[config.mk]
export PLATFORM = sky130hd
export DESIGN_NAME = json_math_string_extractor_unit
export DESIGN_NICKNAME = d
export VERILOG_FILES = /design/src/rtl/core/jmse_pkg.sv /design/src/rtl/core/json_math_string_extractor_unit.sv /design/src/rtl/core/jmse_scan.sv /design/src/rtl/core/jmse_out_reg.sv
export SDC_FILE = /design/constraint.sdc
export NUM_CORES = 1
export LEC_CHECK = 0
export BUFFER_PORTS_ARGS = -buffer_cell sky130_fd_sc_hd__buf_2
export CAP_MARGIN = 20
export CORE_MARGIN = 2
export CORE_UTILIZATION = 51
export DETAILED_ROUTE_END_ITERATION = 8
export MAX_ROUTING_LAYER = met4
export PLACE_DENSITY = 0.71
export SLEW_MARGIN = 20
export SYNTH_ARGS = -nofsm -noshare
export SYNTH_HDL_FRONTEND = slang
export SYNTH_SLANG_ARGS = --single-unit
export TNS_END_PERCENT = 50
[constraint.sdc]
create_clock -name clk -period 2.9 [get_ports clk]
set_input_delay 0.29 -clock clk [delete_from_list [all_inputs] [get_ports clk]]
set_output_delay 0.29 -clock clk [all_outputs]
set_load 0.05 [all_outputs]
[src/rtl/core/jmse_pkg.sv]
package jmse_pkg;

  typedef enum logic [1:0] {
    MODE_OUT   = 2'd0,
    MODE_IN    = 2'd1,
    MODE_AFTER = 2'd2
  } scan_mode_t;

  typedef enum logic [1:0] {
    KIND_PASS = 2'd0,
    KIND_MATH = 2'd1,
    KIND_END  = 2'd2
  } kind_t;

  typedef struct packed {
    logic [7:0] data;
    kind_t      kind;
  } result_t;

  localparam logic [7:0] CH_BSLASH  = 8'h5C;
  localparam logic [7:0] CH_QUOTE   = 8'h22;
  localparam logic [7:0] CH_COLON   = 8'h3A;
  localparam logic [7:0] CH_N       = 8'h6E;
  localparam logic [7:0] CH_NEWLINE = 8'h0A;

  // literal candidates, one bit each
  localparam int LIT_COUNT   = 5;
  localparam int HIT_T       = 0;
  localparam int HIT_C       = 1;
  localparam int HIT_MATH    = 2;
  localparam int HIT_DISPLAY = 3;
  localparam int HIT_INLINE  = 4;

  localparam logic [2:0] STAGE_KEY_T    = 3'd0;
  localparam logic [2:0] STAGE_MATH     = 3'd1;
  localparam logic [2:0] STAGE_KEY_C    = 3'd2;
  localparam logic [2:0] STAGE_KEY_T2   = 3'd3;
  localparam logic [2:0] STAGE_FLAVOR   = 3'd4;
  localparam logic [2:0] STAGE_CONTENT  = 3'd5;

  localparam logic [3:0] POS_MAX = 4'd15;

  typedef logic [7:0] lit_row_t [16];

  localparam lit_row_t LIT_TEXT [LIT_COUNT] = '{
    '{"t", 8'h0, 8'h0, 8'h0, 8'h0, 8'h0, 8'h0, 8'h0,
      8'h0, 8'h0, 8'h0, 8'h0, 8'h0, 8'h0, 8'h0, 8'h0},
    '{"c", 8'h0, 8'h0, 8'h0, 8'h0, 8'h0, 8'h0, 8'h0,
      8'h0, 8'h0, 8'h0, 8'h0, 8'h0, 8'h0, 8'h0, 8'h0},
    '{"M", "a", "t", "h", 8'h0, 8'h0, 8'h0, 8'h0,
      8'h0, 8'h0, 8'h0, 8'h0, 8'h0, 8'h0, 8'h0, 8'h0},
    '{"D", "i", "s", "p", "l", "a", "y", "M",
      "a", "t", "h", 8'h0, 8'h0, 8'h0, 8'h0, 8'h0},
    '{"I", "n", "l", "i", "n", "e", "M", "a",
      "t", "h", 8'h0, 8'h0, 8'h0, 8'h0, 8'h0, 8'h0}
  };

  localparam logic [3:0] LIT_LEN [LIT_COUNT] = '{4'd1, 4'd1, 4'd4, 4'd11, 4'd10};

endpackage

[src/rtl/core/json_math_string_extractor_unit.sv]
// Scans a compact JSON document one byte per beat and passes every byte
// through (out_kind 0), except the content string of a math element found by
// the pattern key "t", "Math", key "c", key "t", "DisplayMath"/"InlineMath",
// content string. That string's quotes are dropped, its body comes out
// unescaped (out_kind 1, backslash-n becomes newline) and a zero byte with
// out_kind 2 marks its end. A byte gives at most one result beat. Throughput
// is one byte per cycle: all per-byte state updates happen as the byte is taken
// and the result lands in a single output register, so a byte is taken whenever
// that register is empty or draining. A byte's result shows the cycle after.
module json_math_string_extractor_unit import jmse_pkg::*; (
  input  logic       clk,
  input  logic       rst_n,
  input  logic       in_valid,
  output logic       in_stall,
  input  logic [7:0] in_byte,
  output logic       out_valid,
  input  logic       out_stall,
  output logic [7:0] out_byte,
  output logic [1:0] out_kind
);

  logic    accept;
  logic    res_valid;
  result_t res;
  result_t out_res;
  logic    full_stalled;

  assign in_stall = full_stalled;
  assign accept   = in_valid && !full_stalled;

  jmse_scan u_scan (
    .clk       (clk),
    .rst_n     (rst_n),
    .accept    (accept),
    .in_byte   (in_byte),
    .res_valid (res_valid),
    .res       (res)
  );

  jmse_out_reg u_out_reg (
    .clk          (clk),
    .rst_n        (rst_n),
    .load         (accept && res_valid),
    .load_res     (res),
    .out_stall    (out_stall),
    .out_valid    (out_valid),
    .out_res      (out_res),
    .full_stalled (full_stalled)
  );

  assign out_byte = out_res.data;
  assign out_kind = out_res.kind;

endmodule

[src/rtl/core/jmse_scan.sv]
module jmse_scan import jmse_pkg::*; (
  input  logic       clk,
  input  logic       rst_n,
  input  logic       accept,
  input  logic [7:0] in_byte,
  output logic       res_valid,
  output result_t    res
);

  scan_mode_t             mode_r, mode_nxt;
  logic [2:0]             stage_r, stage_nxt;
  logic [3:0]             pos_r, pos_nxt;
  logic [LIT_COUNT-1:0]   hits_r, hits_nxt;
  logic                   math_r, math_nxt;
  logic                   esc_r, esc_nxt;

  logic [LIT_COUNT-1:0]   match_hits;
  logic [LIT_COUNT-1:0]   close_hits;
  logic [2:0]             stage_v;

  function automatic logic [2:0] judge(input logic [2:0] stage,
                                       input logic [LIT_COUNT-1:0] hits,
                                       input logic colon);
    logic [2:0] nxt;
    nxt = STAGE_KEY_T;
    unique case (stage)
      STAGE_KEY_T:  if (hits[HIT_T] && colon) nxt = STAGE_MATH;
      STAGE_KEY_T2: if (hits[HIT_T] && colon) nxt = STAGE_FLAVOR;
      STAGE_MATH:   if (hits[HIT_MATH]) nxt = STAGE_KEY_C;
      STAGE_KEY_C:  if (hits[HIT_C] && colon) nxt = STAGE_KEY_T2;
      STAGE_FLAVOR: if (hits[HIT_DISPLAY] || hits[HIT_INLINE]) nxt = STAGE_CONTENT;
      default:      nxt = STAGE_KEY_T;
    endcase
    return nxt;
  endfunction

  always_comb begin
    for (int k = 0; k < LIT_COUNT; k++) begin
      match_hits[k] = hits_r[k] && (pos_r < LIT_LEN[k]) &&
                      (LIT_TEXT[k][pos_r] == in_byte);
      close_hits[k] = hits_r[k] && (pos_r == LIT_LEN[k]);
    end
  end

  always_comb begin
    mode_nxt  = mode_r;
    stage_nxt = stage_r;
    pos_nxt   = pos_r;
    hits_nxt  = hits_r;
    math_nxt  = math_r;
    esc_nxt   = esc_r;
    res_valid = 1'b0;
    res.data  = in_byte;
    res.kind  = KIND_PASS;
    stage_v   = stage_r;

    unique case (mode_r)
      MODE_IN: begin
        if (math_r) begin
          if (esc_r) begin
            esc_nxt   = 1'b0;
            res_valid = 1'b1;
            res.kind  = KIND_MATH;
            res.data  = (in_byte == CH_N) ? CH_NEWLINE : in_byte;
          end else if (in_byte == CH_BSLASH) begin
            esc_nxt = 1'b1;
          end else if (in_byte == CH_QUOTE) begin
            math_nxt  = 1'b0;
            mode_nxt  = MODE_OUT;
            stage_nxt = STAGE_KEY_T;
            res_valid = 1'b1;
            res.kind  = KIND_END;
            res.data  = 8'h00;
          end else begin
            res_valid = 1'b1;
            res.kind  = KIND_MATH;
          end
        end else begin
          res_valid = 1'b1;
          if (esc_r) begin
            esc_nxt  = 1'b0;
            hits_nxt = '0;
          end else if (in_byte == CH_BSLASH) begin
            esc_nxt  = 1'b1;
            hits_nxt = '0;
          end else if (in_byte == CH_QUOTE) begin
            hits_nxt = close_hits;
            mode_nxt = MODE_AFTER;
          end else begin
            hits_nxt = match_hits;
            if (pos_r != POS_MAX) pos_nxt = pos_r + 4'd1;
          end
        end
      end
      default: begin
        // byte after a closing quote first judges that string against the pattern (a colon marks a key)
        if (mode_r == MODE_AFTER) stage_v = judge(stage_r, hits_r, in_byte == CH_COLON);
        stage_nxt = stage_v;
        mode_nxt  = MODE_OUT;
        res_valid = 1'b1;
        if (in_byte == CH_QUOTE) begin
          mode_nxt = MODE_IN;
          esc_nxt  = 1'b0;
          pos_nxt  = '0;
          hits_nxt = '1;
          if (stage_v == STAGE_CONTENT) begin
            math_nxt  = 1'b1;
            res_valid = 1'b0;
          end
        end
      end
    endcase
  end

  always_ff @(posedge clk) begin
    if (!rst_n) begin
      mode_r  <= MODE_OUT;
      stage_r <= STAGE_KEY_T;
      pos_r   <= '0;
      hits_r  <= '0;
      math_r  <= 1'b0;
      esc_r   <= 1'b0;
    end else if (accept) begin
      mode_r  <= mode_nxt;
      stage_r <= stage_nxt;
      pos_r   <= pos_nxt;
      hits_r  <= hits_nxt;
      math_r  <= math_nxt;
      esc_r   <= esc_nxt;
    end
  end

endmodule

[src/rtl/core/jmse_out_reg.sv]
module jmse_out_reg import jmse_pkg::*; (
  input  logic    clk,
  input  logic    rst_n,
  input  logic    load,
  input  result_t load_res,
  input  logic    out_stall,
  output logic    out_valid,
  output result_t out_res,
  output logic    full_stalled
);

  logic    valid_r, valid_nxt;
  result_t res_r;

  // a new beat may land while the held one drains in the same cycle
  assign full_stalled = valid_r && out_stall;

  always_comb begin
    valid_nxt = valid_r;
    if (load) valid_nxt = 1'b1;
    else if (valid_r && !out_stall) valid_nxt = 1'b0;
  end

  always_ff @(posedge clk) begin
    if (!rst_n) begin
      valid_r <= 1'b0;
    end else begin
      valid_r <= valid_nxt;
    end
  end

  always_ff @(posedge clk) begin
    if (load) begin
      res_r <= load_res;
    end
  end

  assign out_valid = valid_r;
  assign out_res   = res_r;

endmodule

* Yosys cells after proc, flatten, opt, wreduce, memory -nomap -nowiden
Memory sizes are Yosys's and may differ from the RTL's.
Cells that the tools add are included.
** Word-level totals
- ROM bits :: 640
- Flip-flop bits (word level) :: 27
- Memories :: 5
- Bits of input ports :: 12
- Output and inout port bits :: 12
- Word-level logic and storage cells :: 159
** Memories
- (no name shown) :: words 16, bits a word 8, rd ports 1, clocked after memory_dff 0, write ports 0, line jmse_scan.sv:40 : (LIT_TEXT[k][pos_r] == in_byte);
- (no name shown) :: words 16, bits a word 8, rd ports 1, clocked after memory_dff 0, write ports 0, line jmse_scan.sv:40
- (no name shown) :: words 16, bits a word 8, rd ports 1, clocked after memory_dff 0, write ports 0, line jmse_scan.sv:40
- (no name shown) :: words 16, bits a word 8, rd ports 1, clocked after memory_dff 0, write ports 0, line jmse_scan.sv:40
- (no name shown) :: words 16, bits a word 8, rd ports 1, clocked after memory_dff 0, write ports 0, line jmse_scan.sv:40
** Cells by class
- $add $sub $neg :: 1
- Reductions and logical operators :: 37
- Multiplexer cells :: 71
- Equal/unequal tests :: 27
- Bitwise operators :: 3
- $lt $le $gt $ge :: 5
** Operators by type and width (count)
- 8-bit two-way mux :: 12
- 8-bit == test :: 5
- 10-bit two-way mux :: 4
- 5-bit two-way mux :: 6
- 4-bit two-way mux :: 7
- 3-bit two-way mux :: 9
- 2-bit two-way mux :: 11
- 1-bit logical AND :: 21
- 1-bit two-way mux :: 21
- 8-bit by 6-bit == test with 1-bit output (second input constant) :: 2
- 8-bit by 7-bit == test with 1-bit output (second input constant) :: 2
- 3-bit case mux with 5 select lines :: 1
- 4-bit == test (second input constant) :: 2
- 4-bit < comparator (second input constant) :: 2
- 2-bit != test (second input constant) :: 4
- 7-bit AND reduction :: 1
- 3-bit by 2-bit == test with 1-bit output (second input constant) :: 2
- 3-bit == test (second input constant) :: 2
- 3-bit AND reduction :: 2
- 2-bit nonzero test :: 3
- 5-bit greater-or-equal comparator (second input constant) :: 1
- 4-bit inverter with 5-bit output :: 1
- 5-bit AND reduction :: 1
- 5-bit nonzero test :: 1
- 17 further kinds :: 21

* Logic depth before layout (Yosys ltp)
- Depth in word-level cells :: 12
- Mapped depth :: 8
- Mapped depth without buffers :: 8

* Modules after synthesis
Synthesis repeated with hierarchy kept, for this count alone.
** Unflattened totals
- Cells, all modules :: 275
- Area total of the unflattened synthesis :: 2259.7 um^2
** Modules (own cells, without submodules)
- jmse_scan :: times used 1, area each 1908.1 um^2, sequential area each 320.3 um^2, cells an instance 260
- jmse_out_reg :: times used 1, area each 336.6 um^2, sequential area each 320.3 um^2, cells an instance 13
- json_math_string_extractor_unit :: times used 1, area each 15.0 um^2, sequential area each 0.0 um^2, cells an instance 2

* Worst setup path before layout
Ideal clock, no wire load.
- Path kind :: input to register
- Start point :: in in_byte[3]
- End point :: reg u_out_reg.res_r (netlist bit u_out_reg.out_res[0]), enable pin
- Slack :: 0.496 ns
- Library setup time :: 0.392 ns
- Arrival :: 2.012 ns
- Cell stages on the path :: 6
- Path buffers :: 1
- Data required time :: 2.508 ns
- Cell sequence :: buf_2 > nor4bb_1 > nand3_1 > o31a_1 > and3_1 > a21boi_0
** Between the ends
- Longest elaborated chain between the ends :: 11
- Elaborated cells between the ends (all ways) :: 19
- Classes of those cells :: eq/ne (4); mux (12); reduce/logical (3)
** RTL lines
- from (decl) :: line json_math_string_extractor_unit.sv:15 : input logic [7:0] in_byte,
- 8-bit by 6-bit == test with 1-bit output :: line jmse_scan.sv:97 : if (mode_r == MODE_AFTER) stage_v = judge(stage_r, hits_r, in_byte == CH_COLON);
- 1-bit logical AND, on equally long branches :: line jmse_scan.sv:30, jmse_scan.sv:27, jmse_scan.sv:28
- 2-bit two-way mux (tied with other cells) :: line jmse_scan.sv:30 : STAGE_KEY_C: if (hits[HIT_C] && colon) nxt = STAGE_KEY_T2;
- 3-bit case mux with 5 select lines :: line jmse_scan.sv:26 : unique case (stage)
- 3-bit two-way mux :: line jmse_scan.sv:97
- 3-bit two-way mux :: line jmse_scan.sv:57 : unique case (mode_r)
- 3-bit == test :: line jmse_scan.sv:106 : if (stage_v == STAGE_CONTENT) begin
- 1-bit two-way mux :: line jmse_scan.sv:106
- 1-bit two-way mux :: line jmse_scan.sv:101 : if (in_byte == CH_QUOTE) begin
- 1-bit two-way mux (*) :: line jmse_scan.sv:57
- 1-bit logical AND (*) :: line json_math_string_extractor_unit.sv:43 : .load (accept && res_valid),
- via u_out_reg.load :: line jmse_out_reg.sv:4 : input logic load,
- to (signal assigned) :: line jmse_out_reg.sv:34 : res_r <= load_res;
- to (decl) :: line jmse_out_reg.sv:13 : result_t res_r;
Mark *: on every way through the listed nets, which the timed path passes. The rest lies on a longest branch. The select of a mux whose other input is x is not followed.
A chain may end at the register's enable or synchronous reset.

* Worst setup path in the final report
- Start point :: reg u_scan.stage_r[2]
- End point :: reg u_out_reg.res_r (netlist bit u_out_reg.out_res[3]), enable pin
** Between the ends
- Longest elaborated chain between the ends :: 9
- Elaborated cells between the ends (all ways) :: 13
- Classes of those cells :: eq/ne (5); mux (6); reduce/logical (2)
** RTL lines
- from (decl) :: line jmse_scan.sv:11 : logic [2:0] stage_r, stage_nxt;
- from (signal assigned) :: line jmse_scan.sv:125 : stage_r <= stage_nxt;
- 3-bit == test (tied with other cells) :: line jmse_scan.sv:26
- 3-bit case mux with 5 select lines :: line jmse_scan.sv:26
- 3-bit two-way mux (*) :: line jmse_scan.sv:97
- 3-bit two-way mux (*) :: line jmse_scan.sv:57
- 3-bit == test (*) :: line jmse_scan.sv:106
- 1-bit two-way mux (*) :: line jmse_scan.sv:106
- 1-bit two-way mux (*) :: line jmse_scan.sv:101
- 1-bit two-way mux (*) :: line jmse_scan.sv:57
- 1-bit logical AND (*) :: line json_math_string_extractor_unit.sv:43
- via u_out_reg.load :: line jmse_out_reg.sv:4
Marked as above.

==> results.md <==
- Outcome: finished clean
- Worst Max-Slew Pin Slew: 768 ps
- CTS Root Buffer Type: clkbuf_8
- TritonCTS Buffers: 3
- Final setup fails: 0
- CTS tree: yes
- Fill cells: 397
- Synth unique cells: 66
- Overflow after GRT: 0
- Predominant post-synthesis flop cell: dfxtp_1
- I/O Buffers: 23
- Final #Nets: 299
- Post-layout util: 0.561
- Critical-path cell list: nor4bb_1 -> nand3_1 -> o311ai_0 -> and3_1 -> a21boi_0 -> buf_4
- PnR worst setup slack: 746 ps
- Met1 wire length: 2720 µm
- Top cells by area, synth: dfxtp_1, edfxtp_1, ha_1
- Mapped Nets: 292
- Top cells by count, synth: dfxtp_1, nand2_1, nor2_1, clkbuf_1
- Yosys warns: 0
- WL per Instance: 17.4 µm
- #FFs+latches synth: 27
- Global-route wire length before repair: 9760 µm
- ANT nets after route: 0
- Vias in the first global route: 1961
- Post-synth top area share: 0.147
- Die area: 5100 µm²
- CP max stage delay: 460 ps
- CTS sink cnt: 27
- Highest metal layer with signal wires: met4
- All-Layer GR Usage: 0.245
- Max-cap violations: 0
- Antenna violations before repair: 0
- Vias per inst: 6.43
- Power Dens Cells: 312 nW/µm²
- Leakage: 0.845 nW
- Row cnt: 24
- # resized after CTS: 0
- FFs w/ async S/R, synth: 0
- Dpl ws: 538 ps
- Top-level I/O count: 24
- Antenna diode count: 0
- Fin. Hold Viols: 0
- CP max FO: 10
- Worst Path Required: 2940 ps
- DP Area: 2400 µm²
- Post-route DRC: 0
- Fmax: 464 MHz
- Dpl cells: 327
- Die width: 71.4 µm
- Clk_skew: 7.66 ps
- WL final: 5760 µm
- Final period util: 0.743
- Final instance area: 2440 µm²
- CTS HTree Levels: 1
- Final setup TNS: 0 ps
- Detailed Routing Iterations Pass 1: 4
- Hold-fix buffers at CTS: 0
- Worst EP arrival: 2200 ps
- Slew HR: 0.487
- Starting density of the core: 0.532
- Post-synth top area cell: dfxtp_1
- RSZ-0062 raised after global routing: false
- Finished Layout Cells: 331
- Reg clk slew, reported paths: 90 ps
- Post CTS Setup Buffer Count: 0
- CP Buf/Inv Count: 1
- Crit-path leading delay family: simple AND/OR/NAND/NOR gates
- Mapped cell area: 2320 µm²
- Layout cells sized above 1: 0.158
- DR WL met2: 2670 µm
- Peak supply drop: 156 µV
- Die H: 71.4 µm
- Vias: 2128
- Detailed Place HPWL: 4140 µm
- Core ar.: 4350 µm²
- Final min period: 2150 ps
- Routed wl met3: 294 µm
- Crit-path slowest cell: o311ai_0
- DR iter-0 viols: 280
- Synth Instances: 273
- HP Class: in2reg
- Count of final max-slew check failures: 0
- Critical path class: reg2reg
- Avg Cell Area, Syn: 8.49 µm²
- Worst setup SP type: flip-flop
- Pin count of the biggest net entering global routing: 33
- GPL Wtd Cong: 0.935
- EDFF count, synth: 10
- CP Capture Type: flip-flop
- Worst-Skew Late Latency: 280 ps
- Clock buffer depth: 2
- Sequential-to-total area share from yosys stat: 0.276
- Area growth from synthesis to final layout: 5.29%
## logic make-up after synthesis
family / share of synthesized area
flops: 0.276
buf+inv: 0.0702
xor+xnor: 0.0416
mux: 0.0394
compound gates: 0.253
simple gates: 0.282
fa+ha+maj: 0.0378
## path summary, 6_finish.rpt
check,startpoint,end,slack (ps),cells after the start
setup / recovery,u_scan.stage_r[2]$_SDFFE_PN0P_,u_out_reg.out_res[3]$_DFFE_PP_,750,6
hold / removal,out_stall,u_out_reg.out_valid$_SDFFE_PN0P_,300,3
setup reg to reg,u_scan.stage_r[2]$_SDFFE_PN0P_,u_out_reg.out_res[3]$_DFFE_PP_,750,6
hold reg to reg,u_scan.hits_r[2]$_SDFFE_PN0P_,u_scan.hits_r[2]$_SDFFE_PN0P_,460,2
## tightest hold or removal path, cell delays in order
cell and delay (ps):
buf_2 110, nand2_1 70, a31oi_1 70
## sequential cells by signal, indices dropped and copies added, names as in the netlist
name                 count
u_out_reg.out_res       10
u_out_reg.out_valid      1
u_scan.esc_r             1
u_scan.hits_r            5
u_scan.math_r            1
u_scan.mode_r            2
u_scan.pos_r             4
u_scan.stage_r           3
## stage by stage
| stage | hold slack (ps) | total power, mW |
|---|---|---|
| floorplan | 431 | 0.515 |
| global placement | 447 | 0.544 |
| detailed placement | 449 | 0.546 |
| CTS | 300 | 0.765 |
| global route | 323 | 0.783 |
| finish | 300 | 0.761 |
## layer usage
metal  GRT usage  vias up
li1            -     1043
met1       0.345     1012
met2       0.379       66
met3      0.0225        7
met4      0.0692        0
met5           -        -
## layout make-up
cell class                      count  area, µm²  area share
Inverter                           10       37.5      0.0154
Tap cell                           52       65.1      0.0267
Timing Repair Buffer               26        138      0.0564
Sequential cell                    27        641       0.262
Multi-Input combinational cell    212       1520       0.621
Clock buffer                        4       45.0      0.0185
## cells in the final DEF (no fill, tap or decap), types with 4 or more instances in the layout
cell / instances
a2111oi_0: 4
a21oi_1: 11
a31oi_1: 6
buf_2: 23
dfxtp_1: 17
edfxtp_1: 10
ha_1: 7
inv_1: 10
mux2i_1: 8
nand2_1: 17
nand2b_1: 7
nand3_1: 11
nand3b_1: 5
nand4_1: 4
nor2_1: 16
nor2b_1: 12
nor3_1: 5
nor3b_1: 5
o2111ai_1: 4
o211ai_1: 6
o21ai_0: 12
xnor2_1: 5
xor2_1: 6
## power breakdown
part	internal [mW]	switching, mW	leakage, nW
logic	0.0383	0.0920	0.587
registers	0.404	0.00370	0.235
clock network	0.0989	0.125	0.0228
total	0.541	0.221	0.845
No activity file was read; power rests on OpenSTA's default activity.
